<file path="src/rtl/core/nfrag_pkg.sv">
// nfrag_pkg: shared types and constants of the notification packet fragmenter.
// No dependencies; imported by every module under rtl/core.
package nfrag_pkg;

  localparam int unsigned MTU_W    = 10;
  localparam int unsigned MIN_MTU  = 23;
  localparam int unsigned HDR_LEN  = 3;
  localparam int unsigned BYTE_W   = 8;
  localparam int unsigned NSLOTS   = 4;
  localparam int unsigned SLOT_W   = 2;
  localparam int unsigned APB_DW   = 32;
  localparam int unsigned APB_AW   = 3;

  // register indexes (byte address is 4 * index)
  localparam logic REG_LINK_MTU = 1'b0;

  // output slots: three header bytes, then the payload byte
  localparam logic [SLOT_W-1:0] SLOT_PN_LO   = 2'd0;
  localparam logic [SLOT_W-1:0] SLOT_PAYLOAD = 2'd3;

  typedef logic [BYTE_W-1:0] byte_t;

  typedef struct packed {
    byte_t [NSLOTS-1:0] bytes;  // slot 3 is the payload byte
    logic               hdr;    // packet opens with this byte
    logic               close;  // payload byte ends the packet
  } nfrag_bundle_t;

endpackage

</file>
<file path="src/rtl/core/nfrag_cfg.sv">
// nfrag_cfg: APB register file holding link_mtu and the derived payload limit.
// Depends on nfrag_pkg.
module nfrag_cfg #(
  parameter int unsigned MAX_MTU = 517,
  parameter int unsigned LIM_W   = 11
) (
  input  logic                          clk_i,
  input  logic                          rst_ni,
  input  logic                          psel,
  input  logic                          penable,
  input  logic                          pwrite,
  input  logic [nfrag_pkg::APB_AW-1:0]  paddr,
  input  logic [nfrag_pkg::APB_DW-1:0]  pwdata,
  output logic [nfrag_pkg::APB_DW-1:0]  prdata,
  output logic                          pready,
  output logic [LIM_W-1:0]              limit_o
);
  import nfrag_pkg::*;

  localparam logic [LIM_W-1:0] MinMtu = LIM_W'(MIN_MTU);
  localparam logic [LIM_W-1:0] MaxMtu = LIM_W'(MAX_MTU);
  localparam logic [LIM_W-1:0] HdrLen = LIM_W'(HDR_LEN);

  logic [MTU_W-1:0] mtu_q, mtu_d;
  logic             sel_mtu;
  logic [LIM_W-1:0] mtu_ext, mtu_sat;

  assign pready  = 1'b1;
  assign sel_mtu = (paddr[APB_AW-1] == REG_LINK_MTU);

  always_comb begin
    mtu_d = mtu_q;
    if (psel && penable && pwrite && sel_mtu) begin
      mtu_d = pwdata[MTU_W-1:0];
    end
  end

  always_ff @(posedge clk_i or negedge rst_ni) begin
    if (!rst_ni) begin
      mtu_q <= MTU_W'(MIN_MTU);
    end else begin
      mtu_q <= mtu_d;
    end
  end

  assign prdata = sel_mtu ? APB_DW'(mtu_q) : '0;

  // saturate into [MIN_MTU, MAX_MTU], then drop the header length
  always_comb begin
    mtu_ext = LIM_W'(mtu_q);
    if (mtu_ext < MinMtu) begin
      mtu_sat = MinMtu;
    end else if (mtu_ext > MaxMtu) begin
      mtu_sat = MaxMtu;
    end else begin
      mtu_sat = mtu_ext;
    end
    limit_o = mtu_sat - HdrLen;
  end

endmodule

</file>
<file path="src/rtl/core/nfrag_core.sv">
// nfrag_core: input register and packet/chunk/fill state; builds one output bundle per byte.
// Depends on nfrag_pkg.
module nfrag_core #(
  parameter int unsigned LIM_W = 11
) (
  input  logic                     clk_i,
  input  logic                     rst_ni,
  input  logic                     in_valid_i,
  output logic                     in_stall_o,
  input  nfrag_pkg::byte_t         data_byte_i,
  input  logic                     frame_last_i,
  input  logic [LIM_W-1:0]         limit_i,
  input  logic                     load_ok_i,
  output logic                     load_o,
  output nfrag_pkg::nfrag_bundle_t bundle_o
);
  import nfrag_pkg::*;

  logic             s1_vld_q, s1_vld_d;
  byte_t            s1_byte_q;
  logic             s1_last_q;
  logic             accept;
  logic [15:0]      pkt_num_q, pkt_num_d;
  logic [7:0]       chunk_q, chunk_d;
  logic [MTU_W-1:0] fill_q, fill_d, fill_inc;
  logic             hdr, close;

  assign in_stall_o = s1_vld_q && !load_ok_i;
  assign accept     = in_valid_i && !in_stall_o;
  assign load_o     = s1_vld_q && load_ok_i;

  assign hdr      = (fill_q == '0);
  assign fill_inc = fill_q + MTU_W'(1);
  assign close    = s1_last_q || (LIM_W'(fill_inc) >= limit_i);

  always_comb begin
    bundle_o.bytes[0]            = pkt_num_q[7:0];
    bundle_o.bytes[1]            = pkt_num_q[15:8];
    bundle_o.bytes[2]            = chunk_q;
    bundle_o.bytes[SLOT_PAYLOAD] = s1_byte_q;
    bundle_o.hdr                 = hdr;
    bundle_o.close               = close;
  end

  always_comb begin
    s1_vld_d  = s1_vld_q;
    pkt_num_d = pkt_num_q;
    chunk_d   = chunk_q;
    fill_d    = fill_q;
    if (load_o) begin
      s1_vld_d = 1'b0;
      if (hdr) begin
        pkt_num_d = pkt_num_q + 16'd1;
      end
      if (close) begin
        fill_d  = '0;
        chunk_d = s1_last_q ? 8'd0 : chunk_q + 8'd1;
      end else begin
        fill_d = fill_inc;
      end
    end
    if (accept) begin
      s1_vld_d = 1'b1;
    end
  end

  always_ff @(posedge clk_i or negedge rst_ni) begin
    if (!rst_ni) begin
      s1_vld_q  <= 1'b0;
      pkt_num_q <= '0;
      chunk_q   <= '0;
      fill_q    <= '0;
    end else begin
      s1_vld_q  <= s1_vld_d;
      pkt_num_q <= pkt_num_d;
      chunk_q   <= chunk_d;
      fill_q    <= fill_d;
    end
  end

  always_ff @(posedge clk_i) begin
    if (accept) begin
      s1_byte_q <= data_byte_i;
      s1_last_q <= frame_last_i;
    end
  end

endmodule

</file>
<file path="src/rtl/core/nfrag_out.sv">
// nfrag_out: result register; sends a bundle out one byte per transaction.
// Depends on nfrag_pkg.
module nfrag_out (
  input  logic                     clk_i,
  input  logic                     rst_ni,
  input  logic                     load_i,
  input  nfrag_pkg::nfrag_bundle_t bundle_i,
  output logic                     load_ok_o,
  output logic                     out_valid_o,
  input  logic                     out_stall_i,
  output nfrag_pkg::byte_t         out_byte_o,
  output logic                     is_header_o,
  output logic                     packet_end_o,
  output logic                     run_last_o
);
  import nfrag_pkg::*;

  nfrag_bundle_t     bun_q;
  logic              vld_q, vld_d;
  logic [SLOT_W-1:0] idx_q, idx_d;
  logic              take, at_payload;

  assign at_payload = (idx_q == SLOT_PAYLOAD);
  assign take       = vld_q && !out_stall_i;
  assign load_ok_o  = !vld_q || (take && at_payload);

  always_comb begin
    vld_d = vld_q;
    idx_d = idx_q;
    if (load_i) begin
      vld_d = 1'b1;
      idx_d = bundle_i.hdr ? SLOT_PN_LO : SLOT_PAYLOAD;
    end else if (take) begin
      if (at_payload) begin
        vld_d = 1'b0;
      end else begin
        idx_d = idx_q + SLOT_W'(1);
      end
    end
  end

  always_ff @(posedge clk_i or negedge rst_ni) begin
    if (!rst_ni) begin
      vld_q <= 1'b0;
      idx_q <= SLOT_PAYLOAD;
    end else begin
      vld_q <= vld_d;
      idx_q <= idx_d;
    end
  end

  always_ff @(posedge clk_i) begin
    if (load_i) begin
      bun_q <= bundle_i;
    end
  end

  assign out_valid_o  = vld_q;
  assign out_byte_o   = bun_q.bytes[idx_q];
  assign is_header_o  = !at_payload;
  assign packet_end_o = at_payload && bun_q.close;
  assign run_last_o   = at_payload;

endmodule

</file>
<file path="src/rtl/core/notify_packet_fragmenter.sv">
// Notification packet fragmenter. Payload bytes of a frame enter one per transaction and leave
// as packets of at most link_mtu - 3 payload bytes, each opened by a 3-byte header (packet
// number low, packet number high, chunk number). A byte that opens a packet leaves after its
// three header bytes, since they share the single output register. An input register and
// the output register let the next byte be taken while the current result waits. A byte
// passes through the input register and then the output register.
// link_mtu is read through APB at address 0 and saturated into [23, MAX_MTU].
module notify_packet_fragmenter #(
  parameter int unsigned MAX_MTU = 517
) (
  input  logic                          clk_i,
  input  logic                          rst_ni,
  input  logic                          psel,
  input  logic                          penable,
  input  logic                          pwrite,
  input  logic [nfrag_pkg::APB_AW-1:0]  paddr,
  input  logic [nfrag_pkg::APB_DW-1:0]  pwdata,
  output logic [nfrag_pkg::APB_DW-1:0]  prdata,
  output logic                          pready,
  input  logic                          in_valid_i,
  output logic                          in_stall_o,
  input  logic [7:0]                    data_byte_i,
  input  logic                          frame_last_i,
  output logic                          out_valid_o,
  input  logic                          out_stall_i,
  output logic [7:0]                    out_byte_o,
  output logic                          is_header_o,
  output logic                          packet_end_o,
  output logic                          run_last_o
);
  import nfrag_pkg::*;

  localparam int unsigned MaxW  = $clog2(MAX_MTU + 1);
  localparam int unsigned LimW  = (MaxW > MTU_W) ? MaxW : MTU_W;

  logic [LimW-1:0] limit;
  logic            load, load_ok;
  nfrag_bundle_t   bundle;

  nfrag_cfg #(
    .MAX_MTU (MAX_MTU),
    .LIM_W   (LimW)
  ) u_cfg (
    .clk_i   (clk_i),
    .rst_ni  (rst_ni),
    .psel    (psel),
    .penable (penable),
    .pwrite  (pwrite),
    .paddr   (paddr),
    .pwdata  (pwdata),
    .prdata  (prdata),
    .pready  (pready),
    .limit_o (limit)
  );

  nfrag_core #(
    .LIM_W (LimW)
  ) u_core (
    .clk_i        (clk_i),
    .rst_ni       (rst_ni),
    .in_valid_i   (in_valid_i),
    .in_stall_o   (in_stall_o),
    .data_byte_i  (data_byte_i),
    .frame_last_i (frame_last_i),
    .limit_i      (limit),
    .load_ok_i    (load_ok),
    .load_o       (load),
    .bundle_o     (bundle)
  );

  nfrag_out u_out (
    .clk_i        (clk_i),
    .rst_ni       (rst_ni),
    .load_i       (load),
    .bundle_i     (bundle),
    .load_ok_o    (load_ok),
    .out_valid_o  (out_valid_o),
    .out_stall_i  (out_stall_i),
    .out_byte_o   (out_byte_o),
    .is_header_o  (is_header_o),
    .packet_end_o (packet_end_o),
    .run_last_o   (run_last_o)
  );

endmodule
</file>
<file path="config.mk">
export PLATFORM = sky130hd
export DESIGN_NAME = notify_packet_fragmenter
export DESIGN_NICKNAME = d
export VERILOG_FILES = /design/src/rtl/core/nfrag_pkg.sv /design/src/rtl/core/nfrag_cfg.sv /design/src/rtl/core/nfrag_core.sv /design/src/rtl/core/nfrag_out.sv /design/src/rtl/core/notify_packet_fragmenter.sv
export SDC_FILE = /design/constraint.sdc
export NUM_CORES = 1
export LEC_CHECK = 0
export ABC_AREA = 0
export BUFFER_PORTS_ARGS = -buffer_cell sky130_fd_sc_hd__clkbuf_2
export CORE_ASPECT_RATIO = 0.75
export CORE_UTILIZATION = 45
export DETAILED_ROUTE_END_ITERATION = 8
export PLACE_DENSITY = 0.69
export SYNTH_ARGS = -nofsm -noshare
export SYNTH_HDL_FRONTEND = slang
export SYNTH_HIERARCHICAL = 1
export SYNTH_SLANG_ARGS = --single-unit
export TNS_END_PERCENT = 30
</file>
<file path="constraint.sdc">
create_clock -name clk_i -period 9.3 [get_ports clk_i]
set_input_delay 1.395 -clock clk_i [delete_from_list [all_inputs] [get_ports clk_i]]
set_output_delay 1.395 -clock clk_i [all_outputs]
set_load 0.03 [all_outputs]
</file>
==> out/results.ini, run 1 <==
[run_status]
status=finished clean

[timing]
post-route-min-period_ns=4.69
tns_ns=0
fin_crit_sh_pct=50.5
final.setup.worst_slack_ns=4.61
hold_viol_final=0
relSlewSlack_pct=53.2
worst_pin_slew_ns=0.695
clock_skew_ns=0.00774
rsz0062_at_grt=false
drv_slew=0
max_freq_mhz=213
setup_viol=0

[critical_path]
crit_chain=or4_1 > o21ai_1 > nand2_1 > or2_1 > ha_1 > nor4_1 > o21ai_0 > a21oi_1 > inv_1 > ha_1 > a211oi_1 > nor2_1 > nor3_1 > o22a_1 > nor4b_1 > a211o_1
cp.required_ns=9.53
worst_setup_path_end_kind=register
path_max_fanout=15
start_kind=register
worstPathArrival_ns=4.92
crit_slowest_cell=or4_1
cpPeakStageDelay_ns=0.67
crit_top_cell=ha_1
worstSetupPathType=register to register
reg2regPathDepth=16

[synth]
synth_fa_ha_area_share_pct=4.54
yosys.area_share.simple_pct=15.2
synthArstFlopShare_pct=53.3
avgSynthCellArea_um2=11.6
synthCells=405
ys_ff_latch=90
synth_xor_xnor_area_share_pct=4.86
synth_compound_area_share_pct=7.96
ys_seq_area_share_pct=52.7
synth-edff-count=42
ys_types=58
yosysWarnings=6
synthFlopType=edfxtp_1
muxShareOfSynthArea_pct=7.13
netlist_area_um2=4690
synth_top_family_by_area=simple AND/OR/NAND/NOR gates

[hold_path]
hold_path_depth=0
worstHoldPathType=register to register

[power_and_ir_drop]
p_leak_uw=0.00229
ir_drop_mv=0.112
powerDensity_nw_per_um2=296

[routing]
viasPerCell=5.07
drt_iter0_drc=225
wl_per_cell_um=14.2
drt_pass1_iterations=4
drc=0
postRouteAntennaNets=0
wirelength_mm=8.29
vias=2967

[clocking]
cts_root_buffer=clkbuf_16
cts_buffers=9
clk-insertion-delay-late_ns=0.34
tritoncts=done
post_cts.repair.setup_buffers=0
cts_resized=0
cts_hold_buf=0
cts_max_level=3
clkTransAtPathRegs_ns=0.07
clock-sinks=90
clockBufferDepth=2

[placement]
place_congestion=0.802
dpl_cell_area_um2=4930
portBuffers=49
post-place-ws_ns=4.73
place_hpwl_mm=5.90

[grt]
overflow=0
grt_pass1_vias=2785
grt_pass1_wl_mm=14.1
grt_use_total_pct=16.9
grt_max_degree=53
antenna_found_initial=0

[finish]
nNetsFinal=516
layout-drive-gt1-share_pct=22.7
nFillCells=858
stdcell_area_um2=5230
antenna_cells=0
syn2layout_area_growth_pct=11.5

[die]
num_rows=31
fp.dieH_um=90.4
ios=97
start_util_pct=47.4
coreArea_um2=9890
die_w_um=120
die-area_um2=10800

[flow_run]
drv_cap=0

-- per-layer routing --
layer	wire length, um	share of wire (%)	track usage, %
met1	4310	52	24.9
met2	3540	43	24.2
met3	342	4.1	4.17
met4	97	1.2	5.83
met5	0	0	0
-- cells in the final DEF, fill, tap and decap left out, types with 8 or more instances in the layout --
cell type,synthesis,final
dfrtp_1,42,42
clkbuf_2,0,49
nor2b_1,11,11
clkbuf_16,0,9
xnor2_1,17,17
mux4_2,8,8
o21ai_0,19,19
xor2_1,9,9
nor2_1,11,11
nor3_1,10,10
nand2b_1,8,8
ha_1,17,17
nand3_1,13,13
edfxtp_1,42,42
nand2_1,40,40
inv_1,21,20
mux2_2,11,11
conb_1,2,23
-- flip-flops by register name (all words and copies together), names as in the netlist --
name / cells
u_core/fill_q: 10
u_out/out_valid_o: 1
u_core/s1_vld_q: 1
u_core/s1_byte_q: 8
u_out/idx_q: 2
u_out/bun_q: 33
u_core/s1_last_q: 1
u_core/chunk_q: 8
u_core/pkt_num_q: 16
u_cfg/mtu_ext: 10
-- path summary, 6_finish.rpt --
path,end,start,slack (ns)
max in group asynchronous,u_out/out_valid_o,rst_ni,7.71
min reg2reg,u_out/bun_q[32],u_core/s1_byte_q[6],0.42
max,u_core/chunk_q[2],u_cfg/mtu_ext[5],4.61
min,u_out/bun_q[32],u_core/s1_byte_q[6],0.42
max reg2reg,u_core/chunk_q[2],u_cfg/mtu_ext[5],4.61
min in group asynchronous,u_cfg/mtu_ext[9],rst_ni,1.14
-- kinds of logic (layout without fill, tap and decap cells) --
logic type / count (synthesis) / after routing
AND/OR/NAND/NOR: 131 / 131
multiplexers: 22 / 22
flip-flops: 90 / 90
AO/OA/AOI/OAI: 55 / 55
other: 2 / 23
XOR/XNOR: 26 / 26
adder cells (fa/ha/maj): 17 / 17
buffers and inverters: 62 / 89
-- cell usage after synthesis (9+ instances only) --
cell / instances / area share (%)
buf_4: 26 / 4.2
nor2b_1: 11 / 1.5
edfxtp_1: 42 / 27
nor3_1: 10 / 1.1
dfrtp_1: 42 / 22
mux2_2: 11 / 2.6
nand3_1: 13 / 1.4
o21ai_0: 19 / 2.0
xor2_1: 9 / 1.7
inv_1: 21 / 1.7
ha_1: 17 / 4.5
nand2_1: 40 / 3.2
xnor2_1: 17 / 3.2
nor2_1: 11 / 0.88
-- layout make-up --
type,count,area [um2],share of cell area (%)
clock buffer,9,225,4.31
clock inverter,7,76.3,1.46
inverter,21,78.8,1.51
multi-input combinational,274,1940,37.2
sequential,90,2470,47.2
tap,132,165,3.16
timing repair buffer,52,268,5.12
-- worst max-delay path, delay by kind of cell, from the launching register on --
| family | cells | cell delay, ns |
|---|---|---|
| fa+ha+maj | 2 | 0.44 |
| simple gates | 7 | 1.96 |
| compound gates | 6 | 1.66 |
| flops | 1 | 0.46 |
| buf+inv | 1 | 0.06 |
-- per-stage QoR --
step / hold slack [ns] / utilization [%] / power [uW] / cells
floorplan: 0.400 / - / 1070 / 426
finish: 0.420 / 52.9 / 1550 / 585
global route: 0.426 / 52.9 / 1650 / 585
CTS: 0.420 / 52.9 / 1570 / 585
detailed placement: 0.405 / 49.8 / 1190 / 569
global placement: 0.402 / 49.8 / 1180 / 569
-- power breakdown --
| group | switching, uW | internal (uW) | leakage (uW) |
|---|---|---|---|
| Combinational | 318 | 206 | 0.00115 |
| Clock | 152 | 211 | 0.000148 |
| Sequential | 105 | 555 | 0.000990 |
Note: power is estimated with default switching activity, not from simulation.
==> run 2: changes to the inputs <==
==> constraint.sdc (replaced) <==
create_clock -name clk_i -period 4.55 [get_ports clk_i]
set_input_delay 0.6825 -clock clk_i [delete_from_list [all_inputs] [get_ports clk_i]]
set_output_delay 0.6825 -clock clk_i [all_outputs]
set_load 0.03 [all_outputs]
==> out/results.ini, run 2 (synthesis results as in run 1) <==
[run_status]
status=finished clean  ; unchanged

[power_and_ir_drop]
total_power_uw=3180  ; was 1550 uW
ir_drop_mv=0.278  ; was 0.112 mV
powerDensity_nw_per_um2=605  ; was 296 nW/um2
p_leak_uw=0.00231  ; was 0.00229 uW

[placement]
place_congestion=0.795  ; was 0.802
post-place-ws_ns=0.406  ; was 4.73 ns
place_hpwl_mm=6.13  ; was 5.90 mm
portBuffers=49  ; unchanged

[die]
die-area_um2=10800  ; unchanged
fp.dieH_um=90.4  ; unchanged
die_w_um=120  ; unchanged
start_util_pct=47.4  ; unchanged
ios=97  ; unchanged
coreArea_um2=9890  ; unchanged
num_rows=31  ; unchanged

[critical_path]
crit_chain=or4_1 > o21ai_1 > nand2_1 > or2_1 > ha_1 > nor4_1 > buf_4 > o21ai_0 > a21oi_1 > inv_1 > ha_1 > a211oi_1 > nor2_1 > nor3_1 > o22a_1 > buf_4 > o31a_1 > o21ai_0  ; was or4_1 > o21ai_1 > nand2_1 > or2_1 > ha_1 > nor4_1 > o21ai_0 > a21oi_1 > inv_1 > ha_1 > a211oi_1 > nor2_1 > nor3_1 > o22a_1 > nor4b_1 > a211o_1
worst_setup_path_end_kind=register  ; unchanged
cp.required_ns=4.76  ; was 9.53 ns
worstSetupPathType=register to register  ; unchanged
worstPathArrival_ns=4.40  ; was 4.92 ns
path_delay_family=simple AND/OR/NAND/NOR gates  ; unchanged
path_max_fanout=9  ; was 15
crit_slowest_cell=or4_1  ; unchanged
path_buf_inv=3  ; was 1
cpPeakStageDelay_ns=0.68  ; was 0.67 ns
start_kind=register  ; unchanged

[timing]
setup_viol=0  ; unchanged
clock_skew_ns=0.00963  ; was 0.00774 ns
hold_viol_final=0  ; unchanged
drv_slew=0  ; unchanged
final.setup.worst_slack_ns=0.358  ; was 4.61 ns
worst_pin_slew_ns=0.650  ; was 0.695 ns
post-route-min-period_ns=4.19  ; was 4.69 ns
fin_crit_sh_pct=92.1  ; was 50.5%
max_freq_mhz=239  ; was 213 MHz
rsz0062_at_grt=false  ; unchanged
tns_ns=0  ; unchanged
relSlewSlack_pct=56.7  ; was 53.2%

[finish]
syn2layout_area_growth_pct=12.2  ; was 11.5%
nFillCells=867  ; was 858
final_cell_mix=clkbuf_2 (49), dfrtp_1 (42), edfxtp_1 (42)  ; unchanged
mostFrequentLayoutCell=clkbuf_2  ; unchanged
largestRegisters=u_out/bun_q x33, u_core/pkt_num_q x16  ; unchanged
regMostFlops=u_out/bun_q  ; unchanged
layout-drive-gt1-share_pct=23.1  ; was 22.7%
largest_reg_flops=33  ; unchanged
nNetsFinal=521  ; was 516
antenna_cells=0  ; unchanged

[flow_run]
drv_cap=0  ; unchanged

[routing]
drt_pass1_iterations=4  ; unchanged
viasPerCell=5.16  ; was 5.07
postRouteAntennaNets=0  ; unchanged
drc=0  ; unchanged
vias=3045  ; was 2967
wirelength_mm=8.62  ; was 8.29 mm
drt_iter0_drc=166  ; was 225
wl_per_cell_um=14.6  ; was 14.2 um

[hold_path]
worstHoldPathType=register to register  ; unchanged

[grt]
overflow=0  ; unchanged
grt_most_used_layer=met1  ; unchanged
grt_max_degree=53  ; unchanged
use_met2_pct=25.4  ; was 24.2%
grt_pass1_vias=2939  ; was 2785
grt_pass1_wl_mm=14.8  ; was 14.1 mm
grt_util_met1_pct=25.7  ; was 24.9%
met3_usage_pct=4.67  ; was 4.17%
grt_use_total_pct=17.7  ; was 16.9%
antenna_found_initial=0  ; unchanged

[clocking]
cts_hold_buf=0  ; unchanged
clock-sinks=90  ; unchanged
clockBufferDepth=2  ; unchanged
clk-insertion-delay-late_ns=0.34  ; about the same
tritoncts=done  ; unchanged
clkTransAtPathRegs_ns=0.06  ; was 0.07 ns
cts_resized=0  ; unchanged
cts_root_buffer=clkbuf_16  ; unchanged
cts_max_level=3  ; unchanged
cts_buffers=9  ; unchanged
post_cts.repair.setup_buffers=0  ; unchanged

## run 2: cell count changes in the layout (fill, tap and decap cells not counted), sizes merged
| cell | change |
|---|---|
| inv | -1 |
| clkinv | -1 |
| buf | +5 |
| clkbuf | +2 |
## run 2: through the flow
step | hold WS (ns) | instance area, um2 | instances | util (%)
after floorplan | 0.387 | 4770 | 426 | -
after CTS | 0.421 | 5260 | 590 | 53.2
after global routing | 0.428 | 5260 | 590 | 53.2
after detailed placement | 0.405 | 4960 | 574 | 50.2
after global placement | 0.402 | 4960 | 574 | 50.2
final | 0.418 | 5260 | 590 | 53.2
## run 2: layer usage
metal  up-vias  share of wire, %
li1       1500                 -
met1      1452                52
met2        83                42
met3        10               5.3
met4         0               1.1
met5         -                 0
## run 2: cell type report
| class | count | area, um2 | share of cell area (%) |
|---|---|---|---|
| inverter | 21 | 78.8 | 1.50 |
| sequential | 90 | 2470 | 47.0 |
| clock inverter | 5 | 62.6 | 1.19 |
| multi-input combinational | 274 | 1940 | 37.0 |
| timing repair buffer | 57 | 305 | 5.81 |
| clock buffer | 11 | 233 | 4.43 |
| tap | 132 | 165 | 3.14 |
## run 2: power breakdown
group | internal (uW) | total (uW) | switching [uW] | leakage, uW
registers | 1130 | 1350 | 218 | 0.000990
clock network | 431 | 738 | 307 | 0.000142
logic | 437 | 1090 | 655 | 0.00117
total | 2000 | 3180 | 1180 | 0.00231
## run 2: path summary, 6_finish.rpt
kind,from,end,slack [ns],cells after the start
max in group asynchronous,rst_ni,u_core/pkt_num_q[0],3.66,2
min in group asynchronous,rst_ni,u_cfg/mtu_ext[9],0.45,2
worst min-delay path,u_core/s1_byte_q[7],u_out/bun_q[33],0.42,0
worst min register to register,u_core/s1_byte_q[7],u_out/bun_q[33],0.42,0
worst max-delay path,u_cfg/mtu_ext[5],u_core/chunk_q[3],0.36,18
worst max register to register,u_cfg/mtu_ext[5],u_core/chunk_q[3],0.36,18
==> run 3: changes to the inputs <==
==> constraint.sdc (replaced) <==
create_clock -name clk_i -period 4.55 [get_ports clk_i]
set_input_delay 0.2275 -clock clk_i [delete_from_list [all_inputs] [get_ports clk_i]]
set_output_delay 0.2275 -clock clk_i [all_outputs]
set_load 0.03 [all_outputs]
==> out/results.ini, run 3 (synthesis results as in run 1) <==
[placement]
place_congestion=0.824  ; was 0.795
portBuffers=49  ; unchanged
place_hpwl_mm=6.26  ; was 6.13 mm
post-place-cells=573  ; was 574

[clocking]
cts_root_buffer=clkbuf_16  ; unchanged
cts_hold_buf=0  ; unchanged
tritoncts=done  ; unchanged
cts_resized=0  ; unchanged
cts_buffers=9  ; unchanged
cts_max_level=3  ; unchanged
clockBufferDepth=2  ; unchanged
clkTransAtPathRegs_ns=0.06  ; about the same
clock-sinks=90  ; unchanged
post_cts.repair.setup_buffers=0  ; unchanged
clk-insertion-delay-late_ns=0.34  ; about the same

[finish]
largestRegisters=u_out/bun_q x33, u_core/pkt_num_q x16  ; unchanged
nNetsFinal=520  ; was 521
antenna_cells=0  ; unchanged
regMostFlops=u_out/bun_q  ; unchanged
syn2layout_area_growth_pct=11.7  ; was 12.2%
final_cell_mix=clkbuf_2 (49), dfrtp_1 (42), edfxtp_1 (42)  ; unchanged
largest_reg_flops=33  ; unchanged
nFillCells=847  ; was 867
fin_cells=589  ; was 590
mostFrequentLayoutCell=clkbuf_2  ; unchanged
layout-drive-gt1-share_pct=23.2  ; was 23.1%

[power_and_ir_drop]
p_leak_uw=0.00229  ; was 0.00231 uW
intPower_uw=1940  ; was 2000 uW
p_clk_share_pct=21.9  ; was 23.2%
seq_power_share_pct=43.2  ; was 42.5%
power.share.switching_pct=38.0  ; was 37.1%
p_switching_uw=1190  ; was 1180 uW
p_comb_share_pct=34.9  ; was 34.3%
ir_drop_mv=0.237  ; was 0.278 mV
powerDensity_nw_per_um2=599  ; was 605 nW/um2

[grt]
antenna_found_initial=0  ; unchanged
grt_max_degree=53  ; unchanged
grt_pass1_vias=2790  ; was 2939
overflow=0  ; unchanged
grt_use_total_pct=17.7  ; about the same
grt_pass1_wl_mm=14.5  ; was 14.8 mm

[timing]
fin_crit_sh_pct=90.2  ; was 92.1%
setup_viol=0  ; unchanged
rsz0062_at_grt=false  ; unchanged
clock_skew_ns=0.00564  ; was 0.00963 ns
post-route-min-period_ns=4.10  ; was 4.19 ns
tns_ns=0  ; unchanged
hold-worst-slack_ns=-0.00493  ; was 0.418 ns
worst_pin_slew_ns=0.640  ; was 0.650 ns
relSlewSlack_pct=57.4  ; was 56.7%
hold_viol_final=8  ; was 0
drv_slew=0  ; unchanged
max_freq_mhz=244  ; was 239 MHz

[routing]
viasPerCell=5.16  ; about the same
postRouteAntennaNets=0  ; unchanged
drc=0  ; unchanged
wl_per_cell_um=15.0  ; was 14.6 um
wirelength_mm=8.84  ; was 8.62 mm
drt_pass1_iterations=4  ; unchanged
vias=3040  ; was 3045
drt_iter0_drc=288  ; was 166

[hold_path]
worstHoldPathType=primary input to async pin  ; was register to register

[critical_path]
worst_setup_path_end_kind=register  ; unchanged
start_kind=register  ; unchanged
cp.required_ns=4.83  ; was 4.76 ns
path_max_fanout=12  ; was 9
worstPathArrival_ns=4.38  ; was 4.40 ns
worstSetupPathType=register to register  ; unchanged

[die]
num_rows=31  ; unchanged
die-area_um2=10800  ; unchanged
fp.dieH_um=90.4  ; unchanged
die_w_um=120  ; unchanged
start_util_pct=47.4  ; unchanged
coreArea_um2=9890  ; unchanged
ios=97  ; unchanged

[flow_run]
drv_cap=0  ; unchanged

[run_status]
violations=negative hold slack
status=finished with violations  ; was finished clean

[run 3: cell types whose count changed in the layout (fill, tap and decap cells not counted), sizes merged]
cell / previous run / this run
buf: 8 / 7
bufinv: 1 / 0
clkbuf: 60 / 59
clkinvlp: 1 / 3
[run 3: worst max-delay path: stages (launching register included)]
cell and delay (ns):
dfrtp_1 0.47, or4_1 0.68, o21ai_1 0.22, nand2_1 0.08, or2_1 0.23, ha_1 0.25
nor4_1 0.24, buf_4 0.19, nand3_1 0.06, o21ai_0 0.16, inv_1 0.06, ha_1 0.30
o21ai_0 0.14, nor2_1 0.05, nor3_1 0.18, o21ai_0 0.16, buf_4 0.20, nor4_1 0.23
a21o_1 0.12
[run 3: final timing paths]
check / startpoint / to / slack [ns] / cells past startpoint
hold / removal: rst_ni / u_cfg/mtu_ext[9] / -0.005 / 2
hold reg to reg: u_core/s1_byte_q[6] / u_out/bun_q[32] / 0.42 / 0
min in group clk_i: frame_last_i / u_core/s1_last_q / 0.06 / 1
setup / recovery: u_cfg/mtu_ext[5] / u_core/fill_q[5] / 0.45 / 18
setup reg to reg: u_cfg/mtu_ext[5] / u_core/fill_q[5] / 0.45 / 18
max in group asynchronous: rst_ni / u_core/fill_q[4] / 4.12 / 2
[run 3: power groups by stage]
stage | Combinational, uW | Clock (uW) | Sequential, uW
finish | 1090 | 688 | 1350
global route | 1200 | 742 | 1390
CTS | 1100 | 706 | 1360
detailed placement | 1090 | 0 | 1370
global placement | 1070 | 0 | 1360
floorplan | 942 | 0 | 1250
[run 3: area by class of cell]
type                    instances  area, um2  area share, %
flip-flops and latches         90       2470           47.2
multi-input cells             274       1940           37.2
repair buffers                 56        298           5.69
clock buffers                  10        229           4.37
well taps                     132        165           3.16
inverters                      21       78.8           1.51
clock inverters                 6       48.8          0.932
[run 3: through the flow]
stage,power [uW],setup WS [ns],utilization [%],hold WS [ns],cell area (um2)
after floorplan,2190,0.646,-,-0.0681,4770
after detailed placement,2460,0.501,50.1,0.383,4960
final,3130,0.445,52.9,-0.00493,5230
after global placement,2420,0.575,50.1,0.372,4960
after global routing,3330,0.00280,52.9,0.0427,5230
after CTS,3160,0.456,52.9,0.0152,5230
[run 3: layer usage]
layer | wire, um | part of all wire (%) | vias to the layer above | track usage [%]
met3 | 418 | 4.7 | 8 | 5.11
met5 | 0 | 0 | - | 0
met2 | 3870 | 44 | 79 | 25.6
met1 | 4460 | 50 | 1459 | 25.7
li1 | - | - | 1494 | -
met4 | 93 | 1.1 | 0 | 5.10
